===== src/design/sdh_pkg.sv =====
// Shared types, codes and helper functions for the SD card SPI host engine.
// No dependencies; every other design file but sdh_if refers to it by scoped names.
`default_nettype none
package sdh_pkg;

	localparam int BLOCK_BYTES = 512;
	localparam int Q_DEPTH     = 8;

	// Input operation codes
	localparam logic [1:0] OP_REQUEST = 2'd0;
	localparam logic [1:0] OP_RXBYTE  = 2'd1;
	localparam logic [1:0] OP_TICK    = 2'd2;
	localparam logic [1:0] OP_WRBYTE  = 2'd3;

	// Request codes
	localparam logic [2:0] REQ_INIT  = 3'd0;
	localparam logic [2:0] REQ_READ  = 3'd1;
	localparam logic [2:0] REQ_WRITE = 3'd2;
	localparam logic [2:0] REQ_SYNC  = 3'd3;
	localparam logic [2:0] REQ_CAP   = 3'd4;

	// Result kinds
	localparam logic [1:0] KIND_TX   = 2'd0;
	localparam logic [1:0] KIND_DATA = 2'd1;
	localparam logic [1:0] KIND_NEED = 2'd2;
	localparam logic [1:0] KIND_DONE = 2'd3;

	// Card types
	localparam logic [2:0] CT_NONE   = 3'd0;
	localparam logic [2:0] CT_MMC    = 3'd1;
	localparam logic [2:0] CT_SD1    = 3'd2;
	localparam logic [2:0] CT_SD2B   = 3'd3;
	localparam logic [2:0] CT_SD2BLK = 3'd4;

	// Configuration register indexes
	localparam logic [2:0] CFG_R1_RETRY   = 3'd0;
	localparam logic [2:0] CFG_INIT_TO    = 3'd1;
	localparam logic [2:0] CFG_READY_TO   = 3'd2;
	localparam logic [2:0] CFG_TOKEN_TO   = 3'd3;
	localparam logic [2:0] CFG_WRITE_TO   = 3'd4;
	localparam logic [2:0] CFG_WAKE_BYTES = 3'd5;

	// Command bytes (bit 7 marks an application command)
	localparam logic [7:0] CMD_GO_IDLE  = 8'd0;
	localparam logic [7:0] CMD_OP_MMC   = 8'd1;
	localparam logic [7:0] CMD_IF_COND  = 8'd8;
	localparam logic [7:0] CMD_SEND_CSD = 8'd9;
	localparam logic [7:0] CMD_BLOCKLEN = 8'd16;
	localparam logic [7:0] CMD_READ1    = 8'd17;
	localparam logic [7:0] CMD_WRITE1   = 8'd24;
	localparam logic [7:0] CMD_READ_OCR = 8'd58;
	localparam logic [7:0] ACMD_OP_COND = 8'h80 | 8'd41;
	localparam logic [5:0] CMD_APP      = 6'd55;

	localparam logic [7:0]  CRC_CMD0    = 8'h95;
	localparam logic [7:0]  CRC_CMD8    = 8'h87;
	localparam logic [7:0]  CRC_DUMMY   = 8'h01;
	localparam logic [31:0] IF_COND_ARG = 32'h0000_01AA;
	localparam logic [31:0] HCS_ARG     = 32'h4000_0000;
	localparam logic [7:0]  TOKEN_START = 8'hFE;
	localparam logic [7:0]  RESP_OK     = 8'h05;
	localparam logic [7:0]  IDLE_BYTE   = 8'hFF;

	typedef enum logic [4:0] {
		PH_IDLE, PH_WAKE, PH_CDESEL, PH_CSEL, PH_CWAIT, PH_CFAIL, PH_CFRAME, PH_CR1,
		PH_R7, PH_OCR, PH_DDONE, PH_TOKEN, PH_RDATA, PH_RCRC, PH_WREADY, PH_WTOKEN,
		PH_WNEED, PH_WDATA, PH_WCRC, PH_WRESP, PH_WFINAL, PH_SSEL, PH_SWAIT, PH_SFAIL
	} phase_t;

	typedef enum logic [3:0] {
		K_CMD0, K_CMD8, K_A41V2, K_CMD58, K_PROBE, K_POLL1, K_CMD16,
		K_CMD17, K_CMD24, K_CMD9
	} cont_t;

	typedef enum logic [2:0] {
		ACT_NONE, ACT_SEND, ACT_ISSUE, ACT_FINISH, ACT_FINISH_INIT, ACT_DONE,
		ACT_WEND, ACT_NEED
	} act_t;

	typedef struct packed {
		logic [1:0]  op;
		logic [2:0]  request;
		logic [31:0] start_sector;
		logic [15:0] block_count;
		logic [7:0]  rx_byte;
		logic [7:0]  write_byte;
	} item_t;

	typedef struct packed {
		logic [1:0]  kind;
		logic [7:0]  tx_byte;
		logic        chip_select_n;
		logic        fast_clock;
		logic [7:0]  data_byte;
		logic        last;
		logic        status;
		logic [2:0]  card_type;
		logic [31:0] sector_count;
	} res_t;

	typedef struct packed {
		logic [7:0]  r1_retry_limit;
		logic [15:0] init_timeout_ms;
		logic [15:0] ready_timeout_ms;
		logic [15:0] token_timeout_ms;
		logic [15:0] write_timeout_ms;
		logic [7:0]  wake_byte_count;
	} cfg_t;

	// Byte i of a command frame: start+index, 4 argument bytes, CRC
	function automatic logic [7:0] frame_byte(input logic in_app, input logic [7:0] cmd,
			input logic [31:0] arg, input logic [2:0] i);
		logic [5:0]  idx;
		logic [31:0] a;
		logic [7:0]  b;
		idx = in_app ? CMD_APP : cmd[5:0];
		a   = in_app ? 32'd0 : arg;
		case (i)
			3'd0: b = 8'h40 | {2'b00, idx};
			3'd1: b = a[31:24];
			3'd2: b = a[23:16];
			3'd3: b = a[15:8];
			3'd4: b = a[7:0];
			default: begin
				if (idx == CMD_GO_IDLE[5:0]) b = CRC_CMD0;
				else if (idx == CMD_IF_COND[5:0]) b = CRC_CMD8;
				else b = CRC_DUMMY;
			end
		endcase
		return b;
	endfunction

	// Sector count from a CSD register (v2 layout when structure is 1, else v1)
	function automatic logic [31:0] decode_csd(input logic [15:0][7:0] c);
		logic [21:0] sz2;
		logic [11:0] sz1;
		logic [4:0]  e;
		logic [31:0] m;
		sz2 = {c[7][5:0], c[8], c[9]};
		sz1 = {c[6][1:0], c[7], c[8][7:6]};
		e   = 5'(c[5][3:0]) + 5'({c[9][1:0], c[10][7]}) + 5'd2;
		m   = 32'(sz1) + 32'd1;
		if (c[0][7:6] == 2'd1) return (32'(sz2) + 32'd1) << 10;
		if (e >= 5'd9) return m << (e - 5'd9);
		return m >> (5'd9 - e);
	endfunction

endpackage
`default_nettype wire


===== src/design/sdh_if.sv =====
// Valid/ready channel interfaces for the engine's input items and results.
// No dependencies; the field widths are fixed here to match sdh_pkg.
`default_nettype none
interface sdh_in_if;
	logic        valid;
	logic        ready;
	logic [1:0]  op;
	logic [2:0]  request;
	logic [31:0] start_sector;
	logic [15:0] block_count;
	logic [7:0]  rx_byte;
	logic [7:0]  write_byte;
	modport source (output valid, op, request, start_sector, block_count, rx_byte,
		write_byte, input ready);
	modport sink (input valid, op, request, start_sector, block_count, rx_byte,
		write_byte, output ready);
endinterface

interface sdh_out_if;
	logic        valid;
	logic        ready;
	logic [1:0]  kind;
	logic [7:0]  tx_byte;
	logic        chip_select_n;
	logic        fast_clock;
	logic [7:0]  data_byte;
	logic        last;
	logic        status;
	logic [2:0]  card_type;
	logic [31:0] sector_count;
	modport source (output valid, kind, tx_byte, chip_select_n, fast_clock, data_byte,
		last, status, card_type, sector_count, input ready);
	modport sink (input valid, kind, tx_byte, chip_select_n, fast_clock, data_byte,
		last, status, card_type, sector_count, output ready);
endinterface
`default_nettype wire


===== src/design/sdh_engine.sv =====
// Sequencer state and the one-pass step logic: one registered item in, up to two results out.
// Depends on sdh_pkg.
`default_nettype none
module sdh_engine (
	input  wire logic            clk,
	input  wire logic            arst_n,
	input  wire logic            item_valid,
	input  wire sdh_pkg::item_t  item,
	input  wire sdh_pkg::cfg_t   cfg,
	output logic [1:0]           res_cnt,
	output sdh_pkg::res_t        res0,
	output sdh_pkg::res_t        res1
);

	sdh_pkg::phase_t phase_q, n_phase;
	sdh_pkg::cont_t  cont_q, n_cont;
	logic [2:0]  card_kind_q, n_card_kind, new_kind_q, n_new_kind, req_q, n_req;
	logic        ready_q, n_ready, speed_q, n_speed, in_app_q, n_in_app;
	logic        cs_n_q, n_cs_n, op_ok_q, n_op_ok;
	logic [7:0]  retry_q, n_retry, pending_q, n_pending, poll_cmd_q, n_poll_cmd;
	logic [15:0] elapsed_q, n_elapsed, init_ms_q, n_init_ms, blocks_q, n_blocks;
	logic [9:0]  bi_q, n_bi;
	logic [31:0] cur_q, n_cur, arg_q, n_arg, cap_q, n_cap;
	logic [3:0][7:0]  reply_q, n_reply;
	logic [15:0][7:0] csd_q, n_csd;

	sdh_pkg::act_t  act;
	sdh_pkg::cont_t act_k;
	logic [7:0]  act_tx, act_cmd, ret_r1;
	logic [31:0] act_arg;
	logic        act_last, do_ret, pre_valid;
	sdh_pkg::res_t pre_res, act_res;

	// State registers
	always_ff @(posedge clk or negedge arst_n) begin
		if (!arst_n) begin
			phase_q <= sdh_pkg::PH_IDLE;
			cont_q <= sdh_pkg::K_CMD0;
			card_kind_q <= sdh_pkg::CT_NONE;
			new_kind_q <= sdh_pkg::CT_NONE;
			req_q <= '0;
			ready_q <= 1'b0;
			speed_q <= 1'b0;
			in_app_q <= 1'b0;
			cs_n_q <= 1'b1;
			op_ok_q <= 1'b0;
			retry_q <= '0;
			pending_q <= '0;
			poll_cmd_q <= '0;
			elapsed_q <= '0;
			init_ms_q <= '0;
			blocks_q <= '0;
			bi_q <= '0;
			cur_q <= '0;
			arg_q <= '0;
			cap_q <= '0;
		end else begin
			phase_q <= n_phase;
			cont_q <= n_cont;
			card_kind_q <= n_card_kind;
			new_kind_q <= n_new_kind;
			req_q <= n_req;
			ready_q <= n_ready;
			speed_q <= n_speed;
			in_app_q <= n_in_app;
			cs_n_q <= n_cs_n;
			op_ok_q <= n_op_ok;
			retry_q <= n_retry;
			pending_q <= n_pending;
			poll_cmd_q <= n_poll_cmd;
			elapsed_q <= n_elapsed;
			init_ms_q <= n_init_ms;
			blocks_q <= n_blocks;
			bi_q <= n_bi;
			cur_q <= n_cur;
			arg_q <= n_arg;
			cap_q <= n_cap;
		end
	end

	// Reply and CSD byte stores
	always_ff @(posedge clk) begin
		reply_q <= n_reply;
		csd_q <= n_csd;
	end

	// Step logic: pick an action per phase, then apply it
	always_comb begin
		n_phase = phase_q; n_cont = cont_q; n_card_kind = card_kind_q;
		n_new_kind = new_kind_q; n_req = req_q; n_ready = ready_q; n_speed = speed_q;
		n_in_app = in_app_q; n_cs_n = cs_n_q; n_op_ok = op_ok_q; n_retry = retry_q;
		n_pending = pending_q; n_poll_cmd = poll_cmd_q; n_elapsed = elapsed_q;
		n_init_ms = init_ms_q; n_blocks = blocks_q; n_bi = bi_q; n_cur = cur_q;
		n_arg = arg_q; n_cap = cap_q; n_reply = reply_q; n_csd = csd_q;
		act = sdh_pkg::ACT_NONE; act_tx = sdh_pkg::IDLE_BYTE; act_cmd = '0; act_arg = '0;
		act_k = sdh_pkg::K_CMD0; act_last = 1'b0; do_ret = 1'b0; ret_r1 = sdh_pkg::IDLE_BYTE;
		pre_valid = 1'b0; pre_res = '0; act_res = '0;

		if (item_valid) begin
			case (item.op)
				sdh_pkg::OP_REQUEST: begin
					if (phase_q == sdh_pkg::PH_IDLE) begin
						n_req = item.request;
						n_op_ok = 1'b0;
						n_cap = '0;
						if (item.request == sdh_pkg::REQ_INIT) begin
							n_ready = 1'b0; n_card_kind = sdh_pkg::CT_NONE; n_speed = 1'b0;
							n_new_kind = sdh_pkg::CT_NONE; n_cs_n = 1'b1; n_bi = '0;
							if (cfg.wake_byte_count == 8'd0) begin
								act = sdh_pkg::ACT_ISSUE; act_cmd = sdh_pkg::CMD_GO_IDLE;
								act_k = sdh_pkg::K_CMD0;
							end else begin
								n_phase = sdh_pkg::PH_WAKE; act = sdh_pkg::ACT_SEND;
							end
						end else if (item.request > sdh_pkg::REQ_CAP || !ready_q) begin
							act = sdh_pkg::ACT_DONE;
						end else begin
							n_cur = item.start_sector;
							n_blocks = item.block_count;
							case (item.request)
								sdh_pkg::REQ_READ: begin
									if (n_blocks == '0) begin
										n_op_ok = 1'b1; act = sdh_pkg::ACT_FINISH;
									end else begin
										act = sdh_pkg::ACT_ISSUE; act_cmd = sdh_pkg::CMD_READ1;
										act_k = sdh_pkg::K_CMD17;
										act_arg = (card_kind_q == sdh_pkg::CT_SD2BLK) ? n_cur
											: (n_cur << 9);
									end
								end
								sdh_pkg::REQ_WRITE: begin
									if (n_blocks == '0) act = sdh_pkg::ACT_WEND;
									else begin
										act = sdh_pkg::ACT_ISSUE; act_cmd = sdh_pkg::CMD_WRITE1;
										act_k = sdh_pkg::K_CMD24;
										act_arg = (card_kind_q == sdh_pkg::CT_SD2BLK) ? n_cur
											: (n_cur << 9);
									end
								end
								sdh_pkg::REQ_CAP: begin
									act = sdh_pkg::ACT_ISSUE; act_cmd = sdh_pkg::CMD_SEND_CSD;
									act_k = sdh_pkg::K_CMD9;
								end
								default: begin
									n_cs_n = 1'b0; n_phase = sdh_pkg::PH_SSEL;
									act = sdh_pkg::ACT_SEND;
								end
							endcase
						end
					end
				end
				sdh_pkg::OP_TICK: begin
					if (elapsed_q != 16'hFFFF) n_elapsed = elapsed_q + 16'd1;
					if (init_ms_q != 16'hFFFF) n_init_ms = init_ms_q + 16'd1;
				end
				sdh_pkg::OP_WRBYTE: begin
					if (phase_q == sdh_pkg::PH_WNEED) begin
						n_phase = sdh_pkg::PH_WDATA;
						act = sdh_pkg::ACT_SEND; act_tx = item.write_byte;
					end
				end
				default: begin
					// card byte
					case (phase_q)
						sdh_pkg::PH_WAKE: begin
							n_bi = bi_q + 10'd1;
							if (n_bi < {2'b00, cfg.wake_byte_count}) act = sdh_pkg::ACT_SEND;
							else begin
								act = sdh_pkg::ACT_ISSUE; act_cmd = sdh_pkg::CMD_GO_IDLE;
								act_k = sdh_pkg::K_CMD0;
							end
						end
						sdh_pkg::PH_CDESEL: begin
							n_cs_n = 1'b0; n_phase = sdh_pkg::PH_CSEL; act = sdh_pkg::ACT_SEND;
						end
						sdh_pkg::PH_CSEL: begin
							n_elapsed = '0; n_phase = sdh_pkg::PH_CWAIT; act = sdh_pkg::ACT_SEND;
						end
						sdh_pkg::PH_CWAIT: begin
							act = sdh_pkg::ACT_SEND;
							if (item.rx_byte == sdh_pkg::IDLE_BYTE) begin
								n_bi = '0; n_phase = sdh_pkg::PH_CFRAME;
								act_tx = sdh_pkg::frame_byte(in_app_q, pending_q, arg_q, 3'd0);
							end else if (!(elapsed_q < cfg.ready_timeout_ms)) begin
								n_cs_n = 1'b1; n_phase = sdh_pkg::PH_CFAIL;
							end
						end
						sdh_pkg::PH_CFAIL: begin
							do_ret = 1'b1; ret_r1 = sdh_pkg::IDLE_BYTE;
						end
						sdh_pkg::PH_CFRAME: begin
							n_bi = bi_q + 10'd1;
							act = sdh_pkg::ACT_SEND;
							if (n_bi < 10'd6) begin
								act_tx = sdh_pkg::frame_byte(in_app_q, pending_q, arg_q, n_bi[2:0]);
							end else begin
								n_retry = cfg.r1_retry_limit; n_phase = sdh_pkg::PH_CR1;
							end
						end
						sdh_pkg::PH_CR1: begin
							if (item.rx_byte[7]) begin
								n_retry = retry_q - 8'd1;
								if (n_retry != '0) act = sdh_pkg::ACT_SEND;
								else begin do_ret = 1'b1; ret_r1 = item.rx_byte; end
							end else begin
								do_ret = 1'b1; ret_r1 = item.rx_byte;
							end
						end
						sdh_pkg::PH_R7, sdh_pkg::PH_OCR: begin
							n_reply[bi_q[1:0]] = item.rx_byte;
							n_bi = bi_q + 10'd1;
							if (n_bi < 10'd4) act = sdh_pkg::ACT_SEND;
							else if (phase_q == sdh_pkg::PH_OCR) begin
								n_new_kind = n_reply[0][6] ? sdh_pkg::CT_SD2BLK : sdh_pkg::CT_SD2B;
								act = sdh_pkg::ACT_FINISH_INIT;
							end else if (n_reply[2] == 8'h01 && n_reply[3] == 8'hAA) begin
								if (init_ms_q < cfg.init_timeout_ms) begin
									act = sdh_pkg::ACT_ISSUE; act_cmd = sdh_pkg::ACMD_OP_COND;
									act_arg = sdh_pkg::HCS_ARG; act_k = sdh_pkg::K_A41V2;
								end else begin
									n_new_kind = sdh_pkg::CT_NONE; act = sdh_pkg::ACT_FINISH_INIT;
								end
							end else begin
								n_new_kind = sdh_pkg::CT_NONE; act = sdh_pkg::ACT_FINISH_INIT;
							end
						end
						sdh_pkg::PH_DDONE: begin
							if (req_q == sdh_pkg::REQ_INIT) begin
								n_op_ok = (card_kind_q != sdh_pkg::CT_NONE);
								if (n_op_ok) begin n_speed = 1'b1; n_ready = 1'b1; end
							end
							act = sdh_pkg::ACT_DONE;
						end
						sdh_pkg::PH_TOKEN: begin
							if (item.rx_byte == sdh_pkg::IDLE_BYTE
									&& elapsed_q < cfg.token_timeout_ms) begin
								act = sdh_pkg::ACT_SEND;
							end else if (item.rx_byte != sdh_pkg::TOKEN_START) begin
								n_op_ok = 1'b0; act = sdh_pkg::ACT_FINISH;
							end else begin
								n_bi = '0; n_phase = sdh_pkg::PH_RDATA; act = sdh_pkg::ACT_SEND;
							end
						end
						sdh_pkg::PH_RDATA: begin
							act = sdh_pkg::ACT_SEND;
							n_bi = bi_q + 10'd1;
							if (req_q == sdh_pkg::REQ_READ) begin
								pre_valid = 1'b1;
								pre_res.kind = sdh_pkg::KIND_DATA;
								pre_res.chip_select_n = cs_n_q;
								pre_res.fast_clock = speed_q;
								pre_res.data_byte = item.rx_byte;
								pre_res.last = (bi_q == 10'(sdh_pkg::BLOCK_BYTES - 1));
								pre_res.card_type = card_kind_q;
								if (32'(n_bi) >= 32'(sdh_pkg::BLOCK_BYTES)) begin
									n_bi = '0; n_phase = sdh_pkg::PH_RCRC;
								end
							end else begin
								n_csd[bi_q[3:0]] = item.rx_byte;
								if (n_bi >= 10'd16) begin n_bi = '0; n_phase = sdh_pkg::PH_RCRC; end
							end
						end
						sdh_pkg::PH_RCRC: begin
							n_bi = bi_q + 10'd1;
							if (n_bi < 10'd2) act = sdh_pkg::ACT_SEND;
							else if (req_q == sdh_pkg::REQ_READ) begin
								n_cur = cur_q + 32'd1; n_blocks = blocks_q - 16'd1;
								if (n_blocks == '0) begin
									n_op_ok = 1'b1; act = sdh_pkg::ACT_FINISH;
								end else begin
									act = sdh_pkg::ACT_ISSUE; act_cmd = sdh_pkg::CMD_READ1;
									act_k = sdh_pkg::K_CMD17;
									act_arg = (card_kind_q == sdh_pkg::CT_SD2BLK) ? n_cur
										: (n_cur << 9);
								end
							end else begin
								n_cap = sdh_pkg::decode_csd(csd_q);
								n_op_ok = 1'b1; act = sdh_pkg::ACT_FINISH;
							end
						end
						sdh_pkg::PH_WREADY: begin
							if (item.rx_byte == sdh_pkg::IDLE_BYTE) begin
								n_phase = sdh_pkg::PH_WTOKEN; act = sdh_pkg::ACT_SEND;
								act_tx = sdh_pkg::TOKEN_START;
							end else if (elapsed_q < cfg.write_timeout_ms) act = sdh_pkg::ACT_SEND;
							else act = sdh_pkg::ACT_WEND;
						end
						sdh_pkg::PH_WTOKEN: begin
							n_bi = '0; n_phase = sdh_pkg::PH_WNEED; act = sdh_pkg::ACT_NEED;
						end
						sdh_pkg::PH_WDATA: begin
							n_bi = bi_q + 10'd1;
							if (32'(n_bi) < 32'(sdh_pkg::BLOCK_BYTES)) begin
								n_phase = sdh_pkg::PH_WNEED; act = sdh_pkg::ACT_NEED;
								act_last = (n_bi == 10'(sdh_pkg::BLOCK_BYTES - 1));
							end else begin
								n_bi = '0; n_phase = sdh_pkg::PH_WCRC; act = sdh_pkg::ACT_SEND;
							end
						end
						sdh_pkg::PH_WCRC: begin
							n_bi = bi_q + 10'd1;
							act = sdh_pkg::ACT_SEND;
							if (!(n_bi < 10'd2)) n_phase = sdh_pkg::PH_WRESP;
						end
						sdh_pkg::PH_WRESP: begin
							if ((item.rx_byte & 8'h1F) == sdh_pkg::RESP_OK) begin
								n_cur = cur_q + 32'd1; n_blocks = blocks_q - 16'd1;
								if (n_blocks == '0) act = sdh_pkg::ACT_WEND;
								else begin
									act = sdh_pkg::ACT_ISSUE; act_cmd = sdh_pkg::CMD_WRITE1;
									act_k = sdh_pkg::K_CMD24;
									act_arg = (card_kind_q == sdh_pkg::CT_SD2BLK) ? n_cur
										: (n_cur << 9);
								end
							end else act = sdh_pkg::ACT_WEND;
						end
						sdh_pkg::PH_WFINAL: begin
							if (item.rx_byte != sdh_pkg::IDLE_BYTE
									&& elapsed_q < cfg.write_timeout_ms) begin
								act = sdh_pkg::ACT_SEND;
							end else begin
								n_op_ok = (blocks_q == '0); act = sdh_pkg::ACT_FINISH;
							end
						end
						sdh_pkg::PH_SSEL: begin
							n_elapsed = '0; n_phase = sdh_pkg::PH_SWAIT; act = sdh_pkg::ACT_SEND;
						end
						sdh_pkg::PH_SWAIT: begin
							if (item.rx_byte == sdh_pkg::IDLE_BYTE) begin
								n_op_ok = 1'b1; act = sdh_pkg::ACT_FINISH;
							end else if (elapsed_q < cfg.ready_timeout_ms) act = sdh_pkg::ACT_SEND;
							else begin
								n_op_ok = 1'b0; n_cs_n = 1'b1; n_phase = sdh_pkg::PH_SFAIL;
								act = sdh_pkg::ACT_SEND;
							end
						end
						sdh_pkg::PH_SFAIL: act = sdh_pkg::ACT_FINISH;
						default: act = sdh_pkg::ACT_NONE;
					endcase
				end
			endcase
		end

		// Command return: ACMD prefix step, then dispatch on the continuation
		if (do_ret) begin
			n_in_app = 1'b0;
			if (in_app_q && ret_r1 <= 8'd1) begin
				n_cs_n = 1'b1; n_phase = sdh_pkg::PH_CDESEL; act = sdh_pkg::ACT_SEND;
			end else begin
				case (cont_q)
					sdh_pkg::K_CMD0: begin
						if (ret_r1 == 8'd1) begin
							n_init_ms = '0;
							act = sdh_pkg::ACT_ISSUE; act_cmd = sdh_pkg::CMD_IF_COND;
							act_arg = sdh_pkg::IF_COND_ARG; act_k = sdh_pkg::K_CMD8;
						end else begin
							n_new_kind = sdh_pkg::CT_NONE; act = sdh_pkg::ACT_FINISH_INIT;
						end
					end
					sdh_pkg::K_CMD8: begin
						if (ret_r1 == 8'd1) begin
							n_bi = '0; n_phase = sdh_pkg::PH_R7; act = sdh_pkg::ACT_SEND;
						end else begin
							act = sdh_pkg::ACT_ISSUE; act_cmd = sdh_pkg::ACMD_OP_COND;
							act_k = sdh_pkg::K_PROBE;
						end
					end
					sdh_pkg::K_A41V2: begin
						if (ret_r1 == 8'd0) begin
							act = sdh_pkg::ACT_ISSUE; act_cmd = sdh_pkg::CMD_READ_OCR;
							act_k = sdh_pkg::K_CMD58;
						end else if (init_ms_q < cfg.init_timeout_ms) begin
							act = sdh_pkg::ACT_ISSUE; act_cmd = sdh_pkg::ACMD_OP_COND;
							act_arg = sdh_pkg::HCS_ARG; act_k = sdh_pkg::K_A41V2;
						end else begin
							n_new_kind = sdh_pkg::CT_NONE; act = sdh_pkg::ACT_FINISH_INIT;
						end
					end
					sdh_pkg::K_CMD58: begin
						if (ret_r1 == 8'd0) begin
							n_bi = '0; n_phase = sdh_pkg::PH_OCR; act = sdh_pkg::ACT_SEND;
						end else begin
							n_new_kind = sdh_pkg::CT_NONE; act = sdh_pkg::ACT_FINISH_INIT;
						end
					end
					sdh_pkg::K_PROBE, sdh_pkg::K_POLL1: begin
						if (cont_q == sdh_pkg::K_PROBE) begin
							if (ret_r1 <= 8'd1) begin
								n_new_kind = sdh_pkg::CT_SD1; n_poll_cmd = sdh_pkg::ACMD_OP_COND;
							end else begin
								n_new_kind = sdh_pkg::CT_MMC; n_poll_cmd = sdh_pkg::CMD_OP_MMC;
							end
						end
						if (cont_q == sdh_pkg::K_POLL1 && ret_r1 == 8'd0) begin
							act = sdh_pkg::ACT_ISSUE; act_cmd = sdh_pkg::CMD_BLOCKLEN;
							act_arg = 32'(sdh_pkg::BLOCK_BYTES); act_k = sdh_pkg::K_CMD16;
						end else if (init_ms_q < cfg.init_timeout_ms) begin
							act = sdh_pkg::ACT_ISSUE; act_cmd = n_poll_cmd;
							act_k = sdh_pkg::K_POLL1;
						end else begin
							n_new_kind = sdh_pkg::CT_NONE; act = sdh_pkg::ACT_FINISH_INIT;
						end
					end
					sdh_pkg::K_CMD16: begin
						if (ret_r1 != 8'd0) n_new_kind = sdh_pkg::CT_NONE;
						act = sdh_pkg::ACT_FINISH_INIT;
					end
					sdh_pkg::K_CMD17, sdh_pkg::K_CMD9: begin
						if (ret_r1 == 8'd0) begin
							n_elapsed = '0; n_phase = sdh_pkg::PH_TOKEN; act = sdh_pkg::ACT_SEND;
						end else begin
							n_op_ok = 1'b0; act = sdh_pkg::ACT_FINISH;
						end
					end
					default: begin
						if (ret_r1 == 8'd0) begin
							n_elapsed = '0; n_phase = sdh_pkg::PH_WREADY; act = sdh_pkg::ACT_SEND;
						end else act = sdh_pkg::ACT_WEND;
					end
				endcase
			end
		end

		// Apply the chosen action
		act_res.kind = sdh_pkg::KIND_TX;
		act_res.tx_byte = act_tx;
		case (act)
			sdh_pkg::ACT_ISSUE: begin
				n_pending = act_cmd; n_arg = act_arg; n_cont = act_k;
				n_in_app = act_cmd[7]; n_cs_n = 1'b1; n_phase = sdh_pkg::PH_CDESEL;
				act_res.tx_byte = sdh_pkg::IDLE_BYTE;
			end
			sdh_pkg::ACT_FINISH_INIT: begin
				n_card_kind = n_new_kind; n_cs_n = 1'b1; n_phase = sdh_pkg::PH_DDONE;
				act_res.tx_byte = sdh_pkg::IDLE_BYTE;
			end
			sdh_pkg::ACT_FINISH: begin
				n_cs_n = 1'b1; n_phase = sdh_pkg::PH_DDONE;
				act_res.tx_byte = sdh_pkg::IDLE_BYTE;
			end
			sdh_pkg::ACT_WEND: begin
				n_elapsed = '0; n_phase = sdh_pkg::PH_WFINAL;
				act_res.tx_byte = sdh_pkg::IDLE_BYTE;
			end
			sdh_pkg::ACT_DONE: begin
				n_phase = sdh_pkg::PH_IDLE;
				act_res.kind = sdh_pkg::KIND_DONE;
				act_res.tx_byte = '0;
				act_res.last = 1'b1;
				act_res.status = !n_op_ok;
				act_res.sector_count = (n_req == sdh_pkg::REQ_CAP && n_op_ok) ? n_cap : '0;
			end
			sdh_pkg::ACT_NEED: begin
				act_res.kind = sdh_pkg::KIND_NEED;
				act_res.tx_byte = '0;
				act_res.last = act_last;
			end
			default: ;
		endcase
		act_res.chip_select_n = n_cs_n;
		act_res.fast_clock = n_speed;
		act_res.card_type = n_card_kind;
	end

	// Result slots
	always_comb begin
		if (pre_valid) begin
			res0 = pre_res; res1 = act_res; res_cnt = 2'd2;
		end else begin
			res0 = act_res; res1 = act_res;
			res_cnt = (act == sdh_pkg::ACT_NONE) ? 2'd0 : 2'd1;
		end
	end

endmodule
`default_nettype wire


===== src/design/sdh_outq.sv =====
// Result queue: takes up to two results a cycle, hands out one per transaction.
// Depends on sdh_pkg for the result type and depth.
`default_nettype none
module sdh_outq (
	input  wire logic          clk,
	input  wire logic          arst_n,
	input  wire logic [1:0]    push_cnt,
	input  wire sdh_pkg::res_t push0,
	input  wire sdh_pkg::res_t push1,
	input  wire logic          pop,
	output logic               not_empty,
	output logic               room,
	output sdh_pkg::res_t      head
);

	localparam int PW = $clog2(sdh_pkg::Q_DEPTH);

	sdh_pkg::res_t mem_q [sdh_pkg::Q_DEPTH];
	logic [PW-1:0] wr_q, rd_q;
	logic [PW:0]   cnt_q;

	assign not_empty = (cnt_q != '0);
	// Space for the item in flight and one more, two results each
	assign room = (32'(cnt_q) <= sdh_pkg::Q_DEPTH - 4);
	assign head = mem_q[rd_q];

	// Storage
	always_ff @(posedge clk) begin
		if (push_cnt != 2'd0) mem_q[wr_q] <= push0;
		if (push_cnt == 2'd2) mem_q[wr_q + PW'(1)] <= push1;
	end

	// Pointers and fill count
	always_ff @(posedge clk or negedge arst_n) begin
		if (!arst_n) begin
			wr_q <= '0;
			rd_q <= '0;
			cnt_q <= '0;
		end else begin
			wr_q <= wr_q + PW'(push_cnt);
			if (pop) rd_q <= rd_q + PW'(1);
			cnt_q <= cnt_q + (PW+1)'(push_cnt) - (PW+1)'(pop);
		end
	end

endmodule
`default_nettype wire


===== src/design/sd_card_spi_host_engine_core.sv =====
// SD card SPI-mode host engine: top level with configuration, input register and result queue.
// Depends on sdh_pkg, sdh_if, sdh_engine and sdh_outq.
// Each input item (request, received card byte, millisecond tick or write payload byte) is
// captured in an input register and processed in the following cycle by one pass of the
// sequencer logic, which emits zero, one or two result transactions (two only for a read data
// byte, which also yields the next byte to send). The engine takes one item per cycle; the
// input channel is held off only while the eight-entry result queue is more than half full,
// so sustained rate is one item per cycle whenever results are taken at least as fast.
`default_nettype none
module sd_card_spi_host_engine_core (
	input  wire logic  clk,
	input  wire logic  arst_n,
	sdh_in_if.sink     in_ch,
	sdh_out_if.source  out_ch,
	input  wire logic        cfg_we,
	input  wire logic [2:0]  cfg_index,
	input  wire logic [15:0] cfg_data
);

	sdh_pkg::cfg_t  cfg_q;
	sdh_pkg::item_t item_s1;
	logic           valid_s1;
	logic [1:0]     res_cnt;
	sdh_pkg::res_t  res0, res1, head;
	logic           room, not_empty, pop;

	// Configuration registers
	always_ff @(posedge clk or negedge arst_n) begin
		if (!arst_n) begin
			cfg_q.r1_retry_limit <= 8'd10;
			cfg_q.init_timeout_ms <= 16'd1000;
			cfg_q.ready_timeout_ms <= 16'd500;
			cfg_q.token_timeout_ms <= 16'd200;
			cfg_q.write_timeout_ms <= 16'd500;
			cfg_q.wake_byte_count <= 8'd10;
		end else if (cfg_we) begin
			case (cfg_index)
				sdh_pkg::CFG_R1_RETRY:   cfg_q.r1_retry_limit <= cfg_data[7:0];
				sdh_pkg::CFG_INIT_TO:    cfg_q.init_timeout_ms <= cfg_data;
				sdh_pkg::CFG_READY_TO:   cfg_q.ready_timeout_ms <= cfg_data;
				sdh_pkg::CFG_TOKEN_TO:   cfg_q.token_timeout_ms <= cfg_data;
				sdh_pkg::CFG_WRITE_TO:   cfg_q.write_timeout_ms <= cfg_data;
				sdh_pkg::CFG_WAKE_BYTES: cfg_q.wake_byte_count <= cfg_data[7:0];
				default: ;
			endcase
		end
	end

	assign in_ch.ready = room;

	// Input register
	always_ff @(posedge clk or negedge arst_n) begin
		if (!arst_n) valid_s1 <= 1'b0;
		else valid_s1 <= in_ch.valid && in_ch.ready;
	end

	always_ff @(posedge clk) begin
		if (in_ch.valid && in_ch.ready) begin
			item_s1.op <= in_ch.op;
			item_s1.request <= in_ch.request;
			item_s1.start_sector <= in_ch.start_sector;
			item_s1.block_count <= in_ch.block_count;
			item_s1.rx_byte <= in_ch.rx_byte;
			item_s1.write_byte <= in_ch.write_byte;
		end
	end

	sdh_engine u_engine (
		.clk        (clk),
		.arst_n     (arst_n),
		.item_valid (valid_s1),
		.item       (item_s1),
		.cfg        (cfg_q),
		.res_cnt    (res_cnt),
		.res0       (res0),
		.res1       (res1)
	);

	assign pop = out_ch.valid && out_ch.ready;

	sdh_outq u_outq (
		.clk       (clk),
		.arst_n    (arst_n),
		.push_cnt  (res_cnt),
		.push0     (res0),
		.push1     (res1),
		.pop       (pop),
		.not_empty (not_empty),
		.room      (room),
		.head      (head)
	);

	// Result channel
	assign out_ch.valid = not_empty;
	assign out_ch.kind = head.kind;
	assign out_ch.tx_byte = head.tx_byte;
	assign out_ch.chip_select_n = head.chip_select_n;
	assign out_ch.fast_clock = head.fast_clock;
	assign out_ch.data_byte = head.data_byte;
	assign out_ch.last = head.last;
	assign out_ch.status = head.status;
	assign out_ch.card_type = head.card_type;
	assign out_ch.sector_count = head.sector_count;

endmodule
`default_nettype wire


===== src/flat_wrapper.sv =====
// flat-port wrapper written by rule: the top's interface ports become plain ports
module sd_card_spi_host_engine_core_flat 
  (clk, arst_n, cfg_we, cfg_index, cfg_data, in_ch_valid, in_ch_op, in_ch_request, in_ch_start_sector, in_ch_block_count, in_ch_rx_byte, in_ch_write_byte, in_ch_ready, out_ch_valid, out_ch_kind, out_ch_tx_byte, out_ch_chip_select_n, out_ch_fast_clock, out_ch_data_byte, out_ch_last, out_ch_status, out_ch_card_type, out_ch_sector_count, out_ch_ready);
  sdh_in_if in_ch_i ();
  sdh_out_if out_ch_i ();
  input  wire logic clk;
  input  wire logic arst_n;
  input  wire logic cfg_we;
  input  wire logic [2:0] cfg_index;
  input  wire logic [15:0] cfg_data;
  input wire logic [$bits(in_ch_i.valid)-1:0] in_ch_valid;
  input wire logic [$bits(in_ch_i.op)-1:0] in_ch_op;
  input wire logic [$bits(in_ch_i.request)-1:0] in_ch_request;
  input wire logic [$bits(in_ch_i.start_sector)-1:0] in_ch_start_sector;
  input wire logic [$bits(in_ch_i.block_count)-1:0] in_ch_block_count;
  input wire logic [$bits(in_ch_i.rx_byte)-1:0] in_ch_rx_byte;
  input wire logic [$bits(in_ch_i.write_byte)-1:0] in_ch_write_byte;
  output wire logic [$bits(in_ch_i.ready)-1:0] in_ch_ready;
  output wire logic [$bits(out_ch_i.valid)-1:0] out_ch_valid;
  output wire logic [$bits(out_ch_i.kind)-1:0] out_ch_kind;
  output wire logic [$bits(out_ch_i.tx_byte)-1:0] out_ch_tx_byte;
  output wire logic [$bits(out_ch_i.chip_select_n)-1:0] out_ch_chip_select_n;
  output wire logic [$bits(out_ch_i.fast_clock)-1:0] out_ch_fast_clock;
  output wire logic [$bits(out_ch_i.data_byte)-1:0] out_ch_data_byte;
  output wire logic [$bits(out_ch_i.last)-1:0] out_ch_last;
  output wire logic [$bits(out_ch_i.status)-1:0] out_ch_status;
  output wire logic [$bits(out_ch_i.card_type)-1:0] out_ch_card_type;
  output wire logic [$bits(out_ch_i.sector_count)-1:0] out_ch_sector_count;
  input wire logic [$bits(out_ch_i.ready)-1:0] out_ch_ready;
  assign in_ch_i.valid = in_ch_valid;
  assign in_ch_i.op = in_ch_op;
  assign in_ch_i.request = in_ch_request;
  assign in_ch_i.start_sector = in_ch_start_sector;
  assign in_ch_i.block_count = in_ch_block_count;
  assign in_ch_i.rx_byte = in_ch_rx_byte;
  assign in_ch_i.write_byte = in_ch_write_byte;
  assign in_ch_ready = in_ch_i.ready;
  assign out_ch_valid = out_ch_i.valid;
  assign out_ch_kind = out_ch_i.kind;
  assign out_ch_tx_byte = out_ch_i.tx_byte;
  assign out_ch_chip_select_n = out_ch_i.chip_select_n;
  assign out_ch_fast_clock = out_ch_i.fast_clock;
  assign out_ch_data_byte = out_ch_i.data_byte;
  assign out_ch_last = out_ch_i.last;
  assign out_ch_status = out_ch_i.status;
  assign out_ch_card_type = out_ch_i.card_type;
  assign out_ch_sector_count = out_ch_i.sector_count;
  assign out_ch_i.ready = out_ch_ready;
  sd_card_spi_host_engine_core u_core (.clk(clk), .arst_n(arst_n), .in_ch(in_ch_i), .out_ch(out_ch_i), .cfg_we(cfg_we), .cfg_index(cfg_index), .cfg_data(cfg_data));
endmodule

===== config.mk =====
export PLATFORM = sky130hd
export DESIGN_NAME = sd_card_spi_host_engine_core_flat
export DESIGN_NICKNAME = d
export VERILOG_FILES = /design/src/design/sdh_pkg.sv /design/src/design/sdh_if.sv /design/src/design/sdh_engine.sv /design/src/design/sdh_outq.sv /design/src/design/sd_card_spi_host_engine_core.sv /design/src/flat_wrapper.sv
export SDC_FILE = /design/constraint.sdc
export NUM_CORES = 2
export LEC_CHECK = 0
export ABC_CLOCK_PERIOD_IN_PS = 20100
export CAP_MARGIN = 20
export CORE_MARGIN = 2
export CORE_UTILIZATION = 55
export CTS_CLUSTER_SIZE = 10
export DETAILED_ROUTE_END_ITERATION = 8
export DONT_BUFFER_PORTS = 1
export GPL_TIMING_DRIVEN = 0
export PLACE_DENSITY = 0.78
export SYNTH_ARGS = -nofsm -noshare
export SYNTH_HDL_FRONTEND = slang
export SYNTH_HIERARCHICAL = 1
export SYNTH_SLANG_ARGS = --single-unit

===== constraint.sdc =====
create_clock -name clk -period 20.1 [get_ports clk]
set_clock_uncertainty 0.15 [all_clocks]
set_input_delay 3.015 -clock clk [delete_from_list [all_inputs] [get_ports clk]]
set_output_delay 3.015 -clock clk [all_outputs]
set_load 0.02 [all_outputs]

==> flow_summary_export.csv <==
group,metric,value,unit
detailed_routing,wl,154100,µm
logic_synthesis,synth_cell_type_count,107,
global_route,antenna_found_initial,1,
logic_synthesis,synthTopCellsByArea,"edfxtp_1 34%, dfrtp_1 13%, mux2_2 13%",
logic_synthesis,synth_common_cells,"575 x edfxtp_1, 562 x mux2_2, 263 x dfrtp_1",
logic_synthesis,seq_area_frac_synth,0.4898,
clock_network,holdBufCountCts,0,
power_and_ir_drop,power.density,110.4,nW/µm²
layout,postLayoutCellArea,55480,µm²
critical_path,crit_buf_inv,10,
timing,setup_viol,0,
logic_synthesis,yosys_warnings,6,
worst_hold_path,min_path_type,"reg -> reg",
logic_synthesis,ys_ff_latch,864,
critical_path,crit_path_start_kind,"register",
timing,relSlewSlack,0.1670,
detailed_routing,dr.pass1.iters,9,
floorplan,design.die.area,93500,µm²
logic_synthesis,synth.most_common_cell,"edfxtp_1",
global_route,overflow,0,
critical_path,cp_num_cells,23,
detailed_routing,drt_iter0_drc,4827,
floorplan,core.rowCount,110,
detailed_routing,avgViaCountPerCell,6.809,
global_route,grt_pass1_vias,37280,
timing,fmax,127.2,MHz
critical_path,crit_path_end_kind,"register",
logic_synthesis,synthCells,4162,
placed_design,preCtsSetupSlack,12.52,ns
layout,fin_nets,4512,
critical_path,r2r_setup_slack,12.24,ns
logic_synthesis,synthArstFlopShare,0.3345,
detailed_routing,wire_per_inst,27.72,µm
layout,drive_gt1_frac,0.2437,
logic_synthesis,synth_top_area_cell,"edfxtp_1",
floorplan,die_w,305.8,µm
clock_network,clockBufferDepth,3,
critical_path,crit_slowest_cell,"or4_1",
clock_network,cts_root_buf,"clkbuf_16",
critical_path,worst_path_dominant_cell_family,"buffers and inverters",
timing,maxSlewViolCount,0,
clock_network,cts.sinks,864,
logic_synthesis,synth_top_area_share,0.3447,
clock_network,htree_num_levels,3,
clock_network,numCtsBuffers,100,
power_and_ir_drop,power,6.126,mW
global_route,grt_max_degree,290,
detailed_routing,ant_nets,0,
logic_synthesis,syn-cell-area,50090,µm²
layout,area_growth,10.77,%
placed_design,place.gp.congestion,1.031,
timing,worst_pin_slew,1.238,ns
worst_hold_path,hold_end,"u_core/u_engine/poll_cmd_q[3]",
worst_hold_path,hp-start,"u_core/u_engine/poll_cmd_q[3]",
logic_synthesis,synth-main-ff-cell,"edfxtp_1",
layout,fin_util,0.6155,
power_and_ir_drop,peakVddDrop,133.9,µV
critical_path,r2r_cells,23,
critical_path,worstPathRequired,20.35,ns
clock_network,post-cts-setup-buffers,0,
timing,period_share,0.3912,
global_route,grt_pass1_wl,231000,µm
placed_design,portBuffers,0,
placed_design,place_hpwl,107400,µm
floorplan,core_area,90150,µm²
clock_network,clk_pin_slew,0.05,ns
logic_synthesis,synth_edf_count,575,
flow_run,cap_violations,0,
clock_network,cts_resized,0,
critical_path,crit_type,"reg -> reg",
floorplan,ioPinCount,152,
critical_path,cp.arrival,8.11,ns
timing,setup_ws,12.24,ns
timing,grt_setup_unrepaired,"no",
floorplan,start_util,0.5556,
critical_path,crit_fanout,14,
critical_path,timing.rr.end,"u_core/u_outq/mem_q[1][18]",
critical_path,r2r-start,"u_core/u_engine/bi_q[2]",
detailed_routing,vias,37850,
critical_path,max_stage_delay,0.58,ns
timing,hold_viol_final,0,
run_status,outcome,"finished, final reports clean",
power_and_ir_drop,leakage,21.09,nW
floorplan,die_h,305.8,µm
timing,tns,0,ns
global_route,gr-usage-all-layers,0.3247,
timing,fin_crit,7.863,ns
detailed_routing,drc,0,
clock_network,insertion_delay,0.71,ns
clock_network,cts_tree,"done",
logic_synthesis,syn_avg_cell_area,12.03,µm²
worst_hold_path,hold_depth,2,
placed_design,place_area,52370,µm²
layout,antenna_cells_inserted,0,
critical_path,crit_chain,"clkbuf_1, inv_1, ha_1, clkbuf_1, clkinv_1, ha_1, a211oi_1, a31oi_1, a2111oi_2, nor3_1, or4_1, o221ai_2, and2_1, a31oi_1, buf_4, nor4b_2, nand2_1, buf_2, buf_4, o31ai_4, buf_16, buf_8, buf_8",
[registers in the layout, indices dropped and copies added, names as in the netlist, 7 cells and up]
name,flops
u_core/cfg_q,80
u_core/item_s1,69
u_core/u_engine/arg_q,32
u_core/u_engine/bi_q,10
u_core/u_engine/blocks_q,16
u_core/u_engine/cap_q,32
u_core/u_engine/csd_q,33
u_core/u_engine/cur_q,32
u_core/u_engine/elapsed_q,16
u_core/u_engine/init_ms_q,16
u_core/u_engine/poll_cmd_q,7
u_core/u_engine/reply_q,17
u_core/u_engine/retry_q,8
u_core/u_outq/mem_q,456
[area by class of cell]
cell class,count,area (µm²)
well taps,1176,1471
plain buffers,266,1341
repair buffers,37,715.7
clock inverters,10,196.4
inverters,139,521.8
fillers,6832,34670
multi-input cells,2900,23830
clock buffers,167,2877
flip-flops and latches,864,24530
[kinds of logic (layout without fill, tap and decap cells)]
group | after synthesis | after routing | synth area share
mux | 798 | 798 | 0.2087
buf+inv | 405 | 619 | 0.03720
flops | 864 | 864 | 0.4898
fa+ha+maj | 111 | 111 | 0.02818
xor+xnor | 92 | 92 | 0.01639
simple gates | 1069 | 1069 | 0.1113
compound gates | 822 | 822 | 0.1084
other cells | 1 | 8 | 0.00007487
[per-stage QoR]
step / hold WS, ns / cells
floorplan: 0.2850 / 4169
global placement: 0.3036 / 5345
detailed placement: 0.3132 / 5375
CTS: 0.3269 / 5552
global route: 0.3446 / 5559
finish: 0.3325 / 5559
[layout by cell type (no fill, tap or decap), types with 47 or more instances in the layout]
cell	synthesis	layout
a21oi_1	195	195
buf_2	51	54
clkbuf_1	152	209
clkbuf_16	0	102
dfrtp_1	263	263
edfxtp_1	575	575
ha_1	108	108
inv_1	134	134
mux2_2	562	562
mux4_2	125	125
nand2_1	230	230
nand3_1	103	103
nor2_1	251	250
nor3_1	92	92
nor3b_1	71	71
o21ai_0	195	191
xnor2_1	47	47
[report_power, final]
part	internal (mW)	total, mW	leakage (nW)	switching (mW)
clock	0.988	1.73	1.47	0.737
sequential	2.16	2.34	9.18	0.183
combinational	0.775	2.06	10.4	1.29
[per-layer routing]
metal | share of wire | track usage
met2 | 0.46 | 0.5075
met5 | 0.000084 | 0
met1 | 0.38 | 0.4326
met3 | 0.10 | 0.06288
met4 | 0.059 | 0.1683
[worst max path at each step]
stage | from | end | slack [ns]
floorplan | u_core/u_engine/bi_q[0] | u_core/u_outq/mem_q[1][0] | 11.76
global placement | u_core/u_engine/bi_q[2] | u_core/u_outq/mem_q[7][10] | 5.49
detailed placement | u_core/u_engine/bi_q[2] | u_core/u_outq/mem_q[1][21] | 12.52
CTS | u_core/u_engine/bi_q[2] | u_core/u_outq/mem_q[1][18] | 12.52
global route | u_core/u_engine/bi_q[2] | u_core/u_outq/mem_q[1][18] | 11.95
finish | u_core/u_engine/bi_q[2] | u_core/u_outq/mem_q[1][18] | 12.24
[worst reg2reg max path, delay by kind of cell (launching register included)]
family	cells	cell delay [ns]
flops	1	0.35
buf+inv	10	3.10
simple gates	5	1.51
compound gates	6	1.74
fa+ha+maj	2	0.74
No activity file was read; power rests on OpenSTA's default activity.
